[src/sv/tts_pkg.sv]
package tts_pkg;

  localparam int unsigned MaxTasksDef = 8;
  localparam int unsigned ResultLimit = 8;

  typedef enum logic [1:0] {
    CMD_ADD  = 2'd0,
    CMD_DEL  = 2'd1,
    CMD_TICK = 2'd2,
    CMD_DISP = 2'd3
  } cmd_e;

  typedef enum logic [2:0] {
    ST_ADDED     = 3'd0,
    ST_FULL      = 3'd1,
    ST_DELETED   = 3'd2,
    ST_DEL_EMPTY = 3'd3,
    ST_TICK_DONE = 3'd4,
    ST_RUN       = 3'd5,
    ST_NONE      = 3'd6
  } status_e;

  typedef struct packed {
    logic [31:0] tag;
    logic [15:0] delay;
    logic [15:0] period;
    logic [7:0]  run_count;
  } slot_entry_t;

  typedef struct packed {
    status_e     status;
    logic [2:0]  slot;
    logic [31:0] tag;
  } result_t;

endpackage

[src/sv/tts_if.sv]
interface tts_in_if;
  logic        valid;
  logic        ready;
  logic [1:0]  cmd;
  logic [31:0] task_tag;
  logic [15:0] delay;
  logic [15:0] period;
  logic [2:0]  task_slot;

  modport source (output valid, cmd, task_tag, delay, period, task_slot, input ready);
  modport sink (input valid, cmd, task_tag, delay, period, task_slot, output ready);
endinterface

interface tts_out_if;
  logic        valid;
  logic        ready;
  logic [2:0]  status;
  logic [2:0]  result_slot;
  logic [31:0] result_tag;
  logic        last;

  modport source (output valid, status, result_slot, result_tag, last, input ready);
  modport sink (input valid, status, result_slot, result_tag, last, output ready);
endinterface

[src/sv/tick_task_scheduler_table_core.sv]
// Add: first-free scan, one slot a cycle, then the result through S_FIN.
// Delete and disabled tick: no scan; the result is set at accept and leaves from S_FIN.
// Tick (enabled) and dispatch: per slot, a memory read (S_RD) then an update step (S_UPD).
// Dispatch: a result per run slot (ST_NONE if none), at most 8; last at scan end or limit.
// Input is taken only between items, in the cycle after the final result leaves the sequencer.
// Reset (rst_ni low, async) clears valid bits, tick_enable and control; no clearing pass.
module tick_task_scheduler_table_core #(
  parameter int unsigned MAX_TASKS = tts_pkg::MaxTasksDef
) (
  input  logic       clk_i,
  input  logic       rst_ni,
  input  logic       cfg_we_i,
  input  logic       cfg_wdata_i,
  tts_in_if.sink     in_i,
  tts_out_if.source  out_o
);

  localparam int unsigned SlotW = $clog2(MAX_TASKS);
  localparam int unsigned NW    = $clog2(tts_pkg::ResultLimit + 1);
  localparam logic [SlotW-1:0] LastIdx = SlotW'(MAX_TASKS - 1);

  typedef enum logic [4:0] {
    S_IDLE = 5'b00001,
    S_ADD  = 5'b00010,
    S_RD   = 5'b00100,
    S_UPD  = 5'b01000,
    S_FIN  = 5'b10000
  } state_e;

  state_e                state_q, state_d;
  logic [SlotW-1:0]      idx_q, idx_d;
  logic [NW-1:0]         n_q, n_d;
  logic                  held_q, held_d;
  tts_pkg::result_t      fin_q, fin_d;
  logic [MAX_TASKS-1:0]  valid_q, valid_d;
  logic                  tick_en_q;
  tts_pkg::cmd_e         cmd_q, cmd_d;
  logic [31:0]           tag_q, tag_d;
  logic [15:0]           dly_q, dly_d;
  logic [15:0]           per_q, per_d;

  logic                  out_valid_q;
  tts_pkg::status_e      out_status_q;
  logic [2:0]            out_slot_q;
  logic [31:0]           out_tag_q;
  logic                  out_last_q;

  logic                  mem_we, mem_re;
  tts_pkg::slot_entry_t  mem_wdata, mem_rdata, alu_nxt;
  logic                  alu_keep, alu_run;
  logic                  push, push_last, out_free;
  logic                  del_in_range;
  logic [SlotW-1:0]      del_idx;

  tts_slot_mem #(
    .DEPTH (MAX_TASKS),
    .AW    (SlotW)
  ) u_mem (
    .clk_i   (clk_i),
    .we_i    (mem_we),
    .waddr_i (idx_q),
    .wdata_i (mem_wdata),
    .re_i    (mem_re),
    .raddr_i (idx_q),
    .rdata_o (mem_rdata)
  );

  tts_slot_alu u_alu (
    .tick_i       (cmd_q == tts_pkg::CMD_TICK),
    .valid_i      (valid_q[idx_q]),
    .entry_i      (mem_rdata),
    .entry_o      (alu_nxt),
    .keep_valid_o (alu_keep),
    .run_o        (alu_run)
  );

  assign out_free     = !out_valid_q || out_o.ready;
  assign in_i.ready   = (state_q == S_IDLE);
  assign del_in_range = 32'(in_i.task_slot) < 32'(MAX_TASKS);
  assign del_idx      = SlotW'(in_i.task_slot);

  always_comb begin
    state_d   = state_q;
    idx_d     = idx_q;
    n_d       = n_q;
    held_d    = held_q;
    fin_d     = fin_q;
    valid_d   = valid_q;
    cmd_d     = cmd_q;
    tag_d     = tag_q;
    dly_d     = dly_q;
    per_d     = per_q;
    mem_we    = 1'b0;
    mem_re    = 1'b0;
    mem_wdata = alu_nxt;
    push      = 1'b0;
    push_last = 1'b0;
    unique case (state_q)
      S_IDLE: begin
        if (in_i.valid) begin
          cmd_d  = tts_pkg::cmd_e'(in_i.cmd);
          tag_d  = in_i.task_tag;
          dly_d  = in_i.delay;
          per_d  = in_i.period;
          idx_d  = '0;
          n_d    = '0;
          held_d = 1'b0;
          unique case (tts_pkg::cmd_e'(in_i.cmd))
            tts_pkg::CMD_ADD: begin
              state_d = S_ADD;
            end
            tts_pkg::CMD_DEL: begin
              fin_d = '{tts_pkg::ST_DEL_EMPTY, in_i.task_slot, 32'd0};
              if (del_in_range) begin
                if (valid_q[del_idx]) begin
                  fin_d.status = tts_pkg::ST_DELETED;
                end
                valid_d[del_idx] = 1'b0;
              end
              state_d = S_FIN;
            end
            tts_pkg::CMD_TICK: begin
              fin_d   = '{tts_pkg::ST_TICK_DONE, 3'd0, 32'd0};
              state_d = tick_en_q ? S_RD : S_FIN;
            end
            tts_pkg::CMD_DISP: begin
              fin_d   = '{tts_pkg::ST_NONE, 3'd0, 32'd0};
              state_d = S_RD;
            end
            default: state_d = S_IDLE;
          endcase
        end
      end
      S_ADD: begin
        if (!valid_q[idx_q]) begin
          mem_we          = 1'b1;
          mem_wdata       = '{tag_q, dly_q, per_q, 8'd0};
          valid_d[idx_q]  = 1'b1;
          fin_d           = '{tts_pkg::ST_ADDED, 3'(idx_q), 32'd0};
          state_d         = S_FIN;
        end else if (idx_q == LastIdx) begin
          fin_d   = '{tts_pkg::ST_FULL, 3'd0, 32'd0};
          state_d = S_FIN;
        end else begin
          idx_d = idx_q + SlotW'(1);
        end
      end
      S_RD: begin
        mem_re  = 1'b1;
        state_d = S_UPD;
      end
      S_UPD: begin
        if (cmd_q == tts_pkg::CMD_TICK || !alu_run) begin
          mem_we = (cmd_q == tts_pkg::CMD_TICK) && valid_q[idx_q];
          if (idx_q == LastIdx) begin
            state_d = S_FIN;
          end else begin
            idx_d   = idx_q + SlotW'(1);
            state_d = S_RD;
          end
        end else if (!held_q || out_free) begin
          push           = held_q;
          mem_we         = 1'b1;
          valid_d[idx_q] = alu_keep;
          fin_d          = '{tts_pkg::ST_RUN, 3'(idx_q), mem_rdata.tag};
          held_d         = 1'b1;
          n_d            = n_q + NW'(1);
          if (n_q == NW'(tts_pkg::ResultLimit - 1) || idx_q == LastIdx) begin
            state_d = S_FIN;
          end else begin
            idx_d   = idx_q + SlotW'(1);
            state_d = S_RD;
          end
        end
      end
      S_FIN: begin
        if (out_free) begin
          push      = 1'b1;
          push_last = 1'b1;
          state_d   = S_IDLE;
        end
      end
      default: state_d = S_IDLE;
    endcase
  end

  always_ff @(posedge clk_i or negedge rst_ni) begin
    if (!rst_ni) begin
      state_q     <= S_IDLE;
      idx_q       <= '0;
      n_q         <= '0;
      held_q      <= 1'b0;
      valid_q     <= '0;
      tick_en_q   <= 1'b0;
      cmd_q       <= tts_pkg::CMD_ADD;
      out_valid_q <= 1'b0;
    end else begin
      state_q <= state_d;
      idx_q   <= idx_d;
      n_q     <= n_d;
      held_q  <= held_d;
      valid_q <= valid_d;
      cmd_q   <= cmd_d;
      if (cfg_we_i) begin
        tick_en_q <= cfg_wdata_i;
      end
      if (push) begin
        out_valid_q <= 1'b1;
      end else if (out_o.ready) begin
        out_valid_q <= 1'b0;
      end
    end
  end

  always_ff @(posedge clk_i) begin
    fin_q <= fin_d;
    tag_q <= tag_d;
    dly_q <= dly_d;
    per_q <= per_d;
    if (push) begin
      out_status_q <= fin_q.status;
      out_slot_q   <= fin_q.slot;
      out_tag_q    <= fin_q.tag;
      out_last_q   <= push_last;
    end
  end

  assign out_o.valid       = out_valid_q;
  assign out_o.status      = out_status_q;
  assign out_o.result_slot = out_slot_q;
  assign out_o.result_tag  = out_tag_q;
  assign out_o.last        = out_last_q;

endmodule

[src/sv/tts_slot_mem.sv]
module tts_slot_mem #(
  parameter int unsigned DEPTH = tts_pkg::MaxTasksDef,
  parameter int unsigned AW    = $clog2(DEPTH)
) (
  input  logic                clk_i,
  input  logic                we_i,
  input  logic [AW-1:0]       waddr_i,
  input  tts_pkg::slot_entry_t wdata_i,
  input  logic                re_i,
  input  logic [AW-1:0]       raddr_i,
  output tts_pkg::slot_entry_t rdata_o
);

  tts_pkg::slot_entry_t mem [DEPTH];
  tts_pkg::slot_entry_t rdata_q;

  always_ff @(posedge clk_i) begin
    if (we_i) begin
      mem[waddr_i] <= wdata_i;
    end
    if (re_i) begin
      rdata_q <= mem[raddr_i];
    end
  end

  assign rdata_o = rdata_q;

endmodule

[src/sv/tts_slot_alu.sv]
module tts_slot_alu (
  input  logic                 tick_i,
  input  logic                 valid_i,
  input  tts_pkg::slot_entry_t entry_i,
  output tts_pkg::slot_entry_t entry_o,
  output logic                 keep_valid_o,
  output logic                 run_o
);

  always_comb begin
    entry_o      = entry_i;
    keep_valid_o = valid_i;
    run_o        = 1'b0;
    if (tick_i) begin
      if (entry_i.delay == 16'd0) begin
        if (entry_i.run_count != 8'hFF) begin
          entry_o.run_count = entry_i.run_count + 8'd1;
        end
        if (entry_i.period != 16'd0) begin
          entry_o.delay = entry_i.period;
        end
      end else begin
        entry_o.delay = entry_i.delay - 16'd1;
      end
    end else begin
      run_o             = valid_i && (entry_i.run_count != 8'd0);
      entry_o.run_count = entry_i.run_count - 8'd1;
      if (run_o && (entry_i.period == 16'd0)) begin
        keep_valid_o = 1'b0;
      end
    end
  end

endmodule

[src/flat_wrapper.sv]
// flat-port wrapper written by rule: the top's interface ports become plain ports
module tick_task_scheduler_table_core_flat 
#(
  parameter int unsigned MAX_TASKS = tts_pkg::MaxTasksDef
)
  (clk_i, rst_ni, cfg_we_i, cfg_wdata_i, in_i_valid, in_i_cmd, in_i_task_tag, in_i_delay, in_i_period, in_i_task_slot, in_i_ready, out_o_valid, out_o_status, out_o_result_slot, out_o_result_tag, out_o_last, out_o_ready);
  tts_in_if in_i_i ();
  tts_out_if out_o_i ();
  input  logic clk_i;
  input  logic rst_ni;
  input  logic cfg_we_i;
  input  logic cfg_wdata_i;
  input wire logic [$bits(in_i_i.valid)-1:0] in_i_valid;
  input wire logic [$bits(in_i_i.cmd)-1:0] in_i_cmd;
  input wire logic [$bits(in_i_i.task_tag)-1:0] in_i_task_tag;
  input wire logic [$bits(in_i_i.delay)-1:0] in_i_delay;
  input wire logic [$bits(in_i_i.period)-1:0] in_i_period;
  input wire logic [$bits(in_i_i.task_slot)-1:0] in_i_task_slot;
  output wire logic [$bits(in_i_i.ready)-1:0] in_i_ready;
  output wire logic [$bits(out_o_i.valid)-1:0] out_o_valid;
  output wire logic [$bits(out_o_i.status)-1:0] out_o_status;
  output wire logic [$bits(out_o_i.result_slot)-1:0] out_o_result_slot;
  output wire logic [$bits(out_o_i.result_tag)-1:0] out_o_result_tag;
  output wire logic [$bits(out_o_i.last)-1:0] out_o_last;
  input wire logic [$bits(out_o_i.ready)-1:0] out_o_ready;
  assign in_i_i.valid = in_i_valid;
  assign in_i_i.cmd = in_i_cmd;
  assign in_i_i.task_tag = in_i_task_tag;
  assign in_i_i.delay = in_i_delay;
  assign in_i_i.period = in_i_period;
  assign in_i_i.task_slot = in_i_task_slot;
  assign in_i_ready = in_i_i.ready;
  assign out_o_valid = out_o_i.valid;
  assign out_o_status = out_o_i.status;
  assign out_o_result_slot = out_o_i.result_slot;
  assign out_o_result_tag = out_o_i.result_tag;
  assign out_o_last = out_o_i.last;
  assign out_o_i.ready = out_o_ready;
  tick_task_scheduler_table_core #(.MAX_TASKS(MAX_TASKS)) u_core (.clk_i(clk_i), .rst_ni(rst_ni), .cfg_we_i(cfg_we_i), .cfg_wdata_i(cfg_wdata_i), .in_i(in_i_i), .out_o(out_o_i));
endmodule
[config.mk]
export PLATFORM = sky130hd
export DESIGN_NAME = tick_task_scheduler_table_core_flat
export DESIGN_NICKNAME = d
export VERILOG_FILES = /design/src/sv/tts_pkg.sv /design/src/sv/tts_if.sv /design/src/sv/tick_task_scheduler_table_core.sv /design/src/sv/tts_slot_mem.sv /design/src/sv/tts_slot_alu.sv /design/src/flat_wrapper.sv
export SDC_FILE = /design/constraint.sdc
export NUM_CORES = 1
export LEC_CHECK = 0
export ABC_AREA = 1
export BUFFER_PORTS_ARGS = -buffer_cell sky130_fd_sc_hd__buf_2
export CELL_PAD_IN_SITES_DETAIL_PLACEMENT = 1
export CELL_PAD_IN_SITES_GLOBAL_PLACEMENT = 2
export CORE_MARGIN = 2
export CORE_UTILIZATION = 44
export CTS_CLUSTER_DIAMETER = 150
export CTS_CLUSTER_SIZE = 25
export DETAILED_ROUTE_END_ITERATION = 10
export PLACE_DENSITY = 0.83
export SYNTH_ARGS = -nofsm -noshare
export SYNTH_HDL_FRONTEND = slang
export SYNTH_SLANG_ARGS = --single-unit
[constraint.sdc]
create_clock -name clk_i -period 7.35 [get_ports clk_i]
set_input_delay 1.47 -clock clk_i [delete_from_list [all_inputs] [get_ports clk_i]]
set_output_delay 1.47 -clock clk_i [all_outputs]
set_load 0.1 [all_outputs]
* Word-level counts from Yosys, hierarchy flattened
Memories as Yosys holds them, arrays and structs flattened. A register that Yosys moved wholly into a read port is not among the register bits.
Index checks and enable logic that the tools add are counted.
** Operators by class
- Mux-type cells :: 73
- $add $sub $neg :: 5
- Order comparisons :: 4
- Bitwise gates (word level) :: 3
- Equal/unequal tests :: 23
- Reductions and logical operators :: 26
** Operators by type and width (count)
- 38-bit one-hot mux with 3 select lines :: 2
- 38-bit two-way mux :: 5
- 72-bit two-way mux :: 2
- 8-bit two-way mux :: 8
- 16-bit two-way mux :: 3
- 5-bit two-way mux :: 9
- 16-bit logical NOT :: 2
- 5-bit one-hot mux with 5 select lines :: 1
- 8-bit one-hot mux with 3 select lines :: 1
- 1-bit two-way mux :: 22
- 5-bit one-hot mux with 4 select lines :: 1
- 3-bit two-way mux :: 6
- 16-bit nonzero test :: 1
- 16-bit by 1-bit subtractor with 16-bit output (second input constant) :: 1
- 4-bit two-way mux :: 3
- 6-bit AND reduction :: 2
- 3-bit one-hot mux with 3 select lines :: 1
- 8-bit by 1-bit adder with 8-bit output (second input constant) :: 1
- 8-bit AND :: 1
- 8-bit bitwise mux :: 1
- 3-bit by 4-bit < comparator with 1-bit output (second input constant) :: 2
- 2-bit inequality test (second input constant) :: 4
- 8-bit inequality test (second input constant) :: 1
- 8-bit NOT :: 1
- other kinds (32) :: 53
** Storage, ports and cells
- Memories kept :: 1
- Bits in registers :: 166
- Bits in writable memories :: 576
- Logic and storage cells :: 153
- Bits of input ports :: 75
- Output and inout port bits :: 41
** Memories
- u_core.u_mem.mem :: words 8, bits a word 72, rd ports 1, clocked after Yosys merged registers in 1, wr ports 1, RTL line tts_slot_mem.sv:14 : tts_pkg::slot_entry_t mem [DEPTH];

* Depth between registers and ports, before layout
- Word-level depth :: 10
- Depth in mapped cells :: 14
- Gate-level depth less buffers :: 13

* By module
From an unflattened synthesis, not the netlist that was laid out.
** Second synthesis, totals
- Cells, all modules :: 3717
- Area total of the unflattened synthesis :: 36686.4 um^2
** Modules (own cells, without submodules)
- tts_slot_mem :: cells each 2577, seq. area each 19458.7 um^2, area each 27286.2 um^2, instances 1
- tick_task_scheduler_table_core :: cells each 756, seq. area each 4860.9 um^2, area each 7450.9 um^2, instances 1
- tts_slot_alu :: cells each 384, seq. area each 0.0 um^2, area each 1949.4 um^2, instances 1

* Worst setup path before layout
Ideal clock, no wire load.
- Path kind :: reg2reg
- From :: register u_core.state_q[1]
- To :: register u_core.state_q[0]
- Cell stages (with the launch flop) :: 7
- Data required time :: 7261 ps
- Arrival time :: 6171 ps
- Buffers on the path :: 0
- Slack :: 1090 ps
- Clock period less this slack :: 6260 ps
- Setup time :: 89 ps
- Cell sequence :: dfrtp_1 > nor2_1 > nand2_1 > nor3_1 > inv_1 > nand3_1 > o21ai_0
** Between the ends
- Word-level cells in the longest chain between the ends :: 3
- Elaborated cells between the ends (all ways) :: 11
- Those cells by class :: eq/ne (9); mux (1); reduce/logical (1)
** Ends and longest elaborated chain
- from (decl) :: RTL line tick_task_scheduler_table_core.sv:30 : state_e state_q, state_d;
- from (signal assigned) :: RTL line tick_task_scheduler_table_core.sv:198 : state_q <= state_d;
- 5-bit by 4-bit equality test with 1-bit output (tied with other cells) :: RTL line tick_task_scheduler_table_core.sv:98 : unique case (state_q)
- 3-bit by 1-bit inequality test with 1-bit output (no source line) (tied with other cells)
- 4-bit AND reduction (no source line)
Several ways; a longest one is shown, not always the timed one.
A chain may end at the register's enable or synchronous reset.

* Final worst setup path
- From :: register u_core.idx_q[0]
- To :: memory u_core.u_mem.mem[3][11] (netlist name), enable pin
** Between the ends
- Word-level cells in the longest chain between the ends :: 10
- Elaborated cells between the ends (all ways) :: 12
- Those cells by class :: mux (8); reduce/logical (4)
** Ends and longest elaborated chain
- from (decl) :: RTL line tick_task_scheduler_table_core.sv:31 : logic [SlotW-1:0] idx_q, idx_d;
- from (signal assigned) :: RTL line tick_task_scheduler_table_core.sv:199 : idx_q <= idx_d;
- 1-bit binary-select mux with 3-bit select :: RTL line tick_task_scheduler_table_core.sv:70, tick_task_scheduler_table_core.sv:135, tick_task_scheduler_table_core.sv:154
- 1-bit two-way mux (implied by the code) :: RTL line tick_task_scheduler_table_core.sv:70, tick_task_scheduler_table_core.sv:135, tick_task_scheduler_table_core.sv:154
- 1-bit logical AND :: RTL line tts_slot_alu.sv:26 : run_o = valid_i && (entry_i.run_count != 8'd0);
- 1-bit two-way mux :: RTL line tts_slot_alu.sv:14 : if (tick_i) begin
- 1-bit logical NOT :: RTL line tick_task_scheduler_table_core.sv:153 : if (cmd_q == tts_pkg::CMD_TICK || !alu_run) begin
- 1-bit logical OR :: RTL line tick_task_scheduler_table_core.sv:153
- 1-bit two-way mux :: RTL line tick_task_scheduler_table_core.sv:153
- 1-bit one-hot mux with 2 select lines :: RTL line tick_task_scheduler_table_core.sv:98
- 1-bit two-way mux :: RTL line tts_slot_mem.sv:18 : if (we_i) begin
- 1-bit two-way mux (implied by the code) :: RTL line tts_slot_mem.sv:19 : mem[waddr_i] <= wdata_i;
- to (decl) :: RTL line tts_slot_mem.sv:14
Several ways; a longest one is shown, not always the timed one. The select of a mux whose other input is x is not followed.

==> out/qor.yml <==
power_and_ir_drop:
  p_int_mw: 7.28
  p_total_mw: 10.4
  switching_share: 0.303
  p_leak_nw: 11.7
  powerDensity_nw_per_um2: 306
  switchingPower_mw: 3.17
  peakVddDrop_uv: 176
  combPwrFrac: 0.193
  seqPwrFrac: 0.581
  clock_power_share: 0.226
cells_and_area:
  areaGrowthSynthToFinish_pct: 8.86
  final_core_util: 0.486
  fillCellCount: 7019
  final_cell_mix: "edfxtp_1, nand2_1, inv_1"
  layout_commonest_cell: "edfxtp_1"
  drive_above_1_share: 0.101
  nNetsFinal: 2443
clock_network:
  cts_resized: 0
  postCtsHoldBufs: 0
  path_clk_slew_ns: 0.11
  clock_path_buffers: 3
  post_cts_buffers: 0
  htreeDepth: 2
  clockRootBuffer: "clkbuf_16"
  cts_buffers: 38
  clkLatencyLatePin_ns: 0.60
  numClockSinks: 814
  cts_tree: "yes"
worst_setup_path:
  critPathLaunchType: "register"
  end_kind: "register"
  r2r-start: "u_core.idx_q[0]"
  cp.arrival_ns: 4.54
  path_max_fanout: 38
  startpoint: "u_core.idx_q[0]"
  critPathSlowestCell: "nor2_4"
  crit_chain: "inv_2 -> nand3_1 -> nand2_1 -> nor2_1 -> nand2_2 -> inv_2 -> nand2_2 -> buf_4 -> inv_4 -> a31oi_4 -> nor2_4 -> buf_4"
  slowest_delay_ns: 0.82
  required_ns: 7.58
  critPathKind: "register to register"
timing:
  layout_setup_ws_ns: 3.03
  max_slew_margin: 0.198
  timing.final.crit_period_ns: 4.32
  max_freq_mhz: 232
  hold_violations: 0
  worst_pin_slew_ns: 1.20
  slew_violations: 0
  tns_ns: 0
  rsz0062_at_grt: "no"
  fin_skew_ns: 0.0317
  fin_crit_sh: 0.587
  setup_viol: 0
global_routing:
  overflow: 0
  grt_pass1_vias: 20300
  grt_util_met1: 0.312
  grt_pass1_wl_mm: 128
  grt_use_total: 0.231
  grt_use_met3: 0.0294
  grt_max_degree: 67
  use_met2: 0.394
  grt_antenna_before_repair: 2
  busiest_layer: "met2"
synth:
  synth.area.top_cells: "edfxtp_1, nand2_1, a22oi_1"
  async_flop_share: 0.0307
  syn_avg_cell_area_sq_um: 13.9
  syn_nets: 2344
  netlist-cell-type-count: 43
  synthCells: 2261
  synth_edf_count: 789
  synth_top_area_cell: "edfxtp_1"
  synthFlopType: "edfxtp_1"
  ys_ff_latch: 814
  synth_area_sq_um: 31400
  synth_top_area_frac: 0.756
  ys_seq_area_frac: 0.776
  ys_warn_count: 0
die:
  die_h_um: 271
  pin_count: 116
  start_util: 0.446
  num_rows: 97
  core_sq_um: 70300
  dieArea_sq_um: 73400
  die_w_um: 271
detailed_routing:
  via_per_inst: 5.75
  drtIter0Drc: 1942
  vias: 19100
  drt_first_pass_iters: 5
  antenna_left: 0
  wl_per_cell_um: 25.8
  drc: 0
  wl_mm: 85.4
worst_hold_path:
  hp-start: "u_core.fin_q[23]"
  hold_class: "register to register"
place:
  io_buffer_count: 115
  post-place-ws_ns: 2.86
  dpl.hpwl_mm: 50.7
  gp_congestion: 0.837
run_status:
  status: "finished, final reports clean"
flow_run:
  max-cap-violations: 0
cell families (layout without fill, tap and decap cells):
logic type,after synthesis,in the layout,share of synthesized area
other cells,0,1,0
compound gates,343,343,0.0733
buf+inv,258,373,0.0336
xor+xnor,15,15,0.00419
simple gates,823,823,0.110
flops,814,814,0.776
fa+ha+maj,8,8,0.00319
state kept, by name, summed over array words and instances, names as in the netlist:
register,flops
u_core.out_o.result_slot,3
u_core.n_q,4
u_core.per_q,16
u_core.cmd_q,2
u_core.out_o.status,3
u_core.u_mem.rdata_o,72
u_core.out_o.result_tag,32
u_core.out_o.last,1
u_core.out_o.valid,1
u_core.idx_q,3
u_core.fin_q,38
u_core.state_q,5
u_core.dly_q,16
u_core.held_q,1
u_core.tick_en_q,1
u_core.u_mem.mem,576
u_core.valid_q,8
u_core.tag_q,32
final timing paths:
| kind | slack, ns | end | depth (start not counted) |
|---|---|---|---|
| min reg2reg | 0.43 | u_core.out_o.result_tag[23] | 0 |
| min | 0.43 | u_core.out_o.result_tag[23] | 0 |
| min in group asynchronous | 0.88 | u_core.n_q[2] | 1 |
| max reg2reg | 3.03 | u_core.u_mem.mem[3][11] | 12 |
| max in group asynchronous | 6.06 | u_core.state_q[3] | 1 |
| max | 3.03 | u_core.u_mem.mem[3][11] | 12 |
cell usage after synthesis, types with 13 or more instances:
library cell,instances
nand4_1,79
inv_1,148
o21ai_0,85
buf_2,23
clkbuf_1,45
o21ai_1,24
a22oi_1,80
nor2_1,126
a22o_1,15
a21oi_1,44
inv_2,13
a221oi_1,57
dfrtp_1,24
nand3_1,68
buf_1,14
nand2_1,518
edfxtp_1,789
stage by stage:
stage / instances / hold WS (ns) / area (sq um)
after CTS: 3315 / 0.427 / 34100
after detailed placement: 3259 / 0.406 / 33100
after global routing: 3316 / 0.434 / 34100
after floorplan: 2261 / 0.400 / 31400
final: 3317 / 0.425 / 34100
after global placement: 3259 / 0.400 / 33100
power by group through the flow:
stage,Clock [mW],Sequential [mW],Combinational [mW]
floorplan,0,6.34,1.10
global placement,0,6.15,1.91
detailed placement,0,6.17,2.01
CTS,2.42,6.07,2.02
global route,2.55,6.10,2.20
finish,2.36,6.07,2.02
area by class of cell:
type                            count  area (sq um)  share of cell area
Antenna cell                        1          2.50           0.0000733
Clock buffer                       52          1000              0.0294
Clock inverter                      4          50.0             0.00147
Inverter                          165           629              0.0184
Multi-Input combinational cell   1189          6080               0.178
Sequential cell                   814         24300               0.712
Tap cell                          940          1180              0.0345
Timing Repair Buffer              152           878              0.0257
layer usage:
| layer | part of all wire | wire [um] |
|---|---|---|
| met1 | 0.42 | 35900 |
| met2 | 0.50 | 42600 |
| met3 | 0.055 | 4700 |
| met4 | 0.025 | 2160 |
| met5 | 0 | 0 |
critical path: cells and delay by family, from the launching register on:
family	cells	cell delay [ns]
flops	1	0.61
simple gates	6	1.39
buf+inv	5	1.67
compound gates	1	0.22
Note: power is estimated with default switching activity, not from simulation.
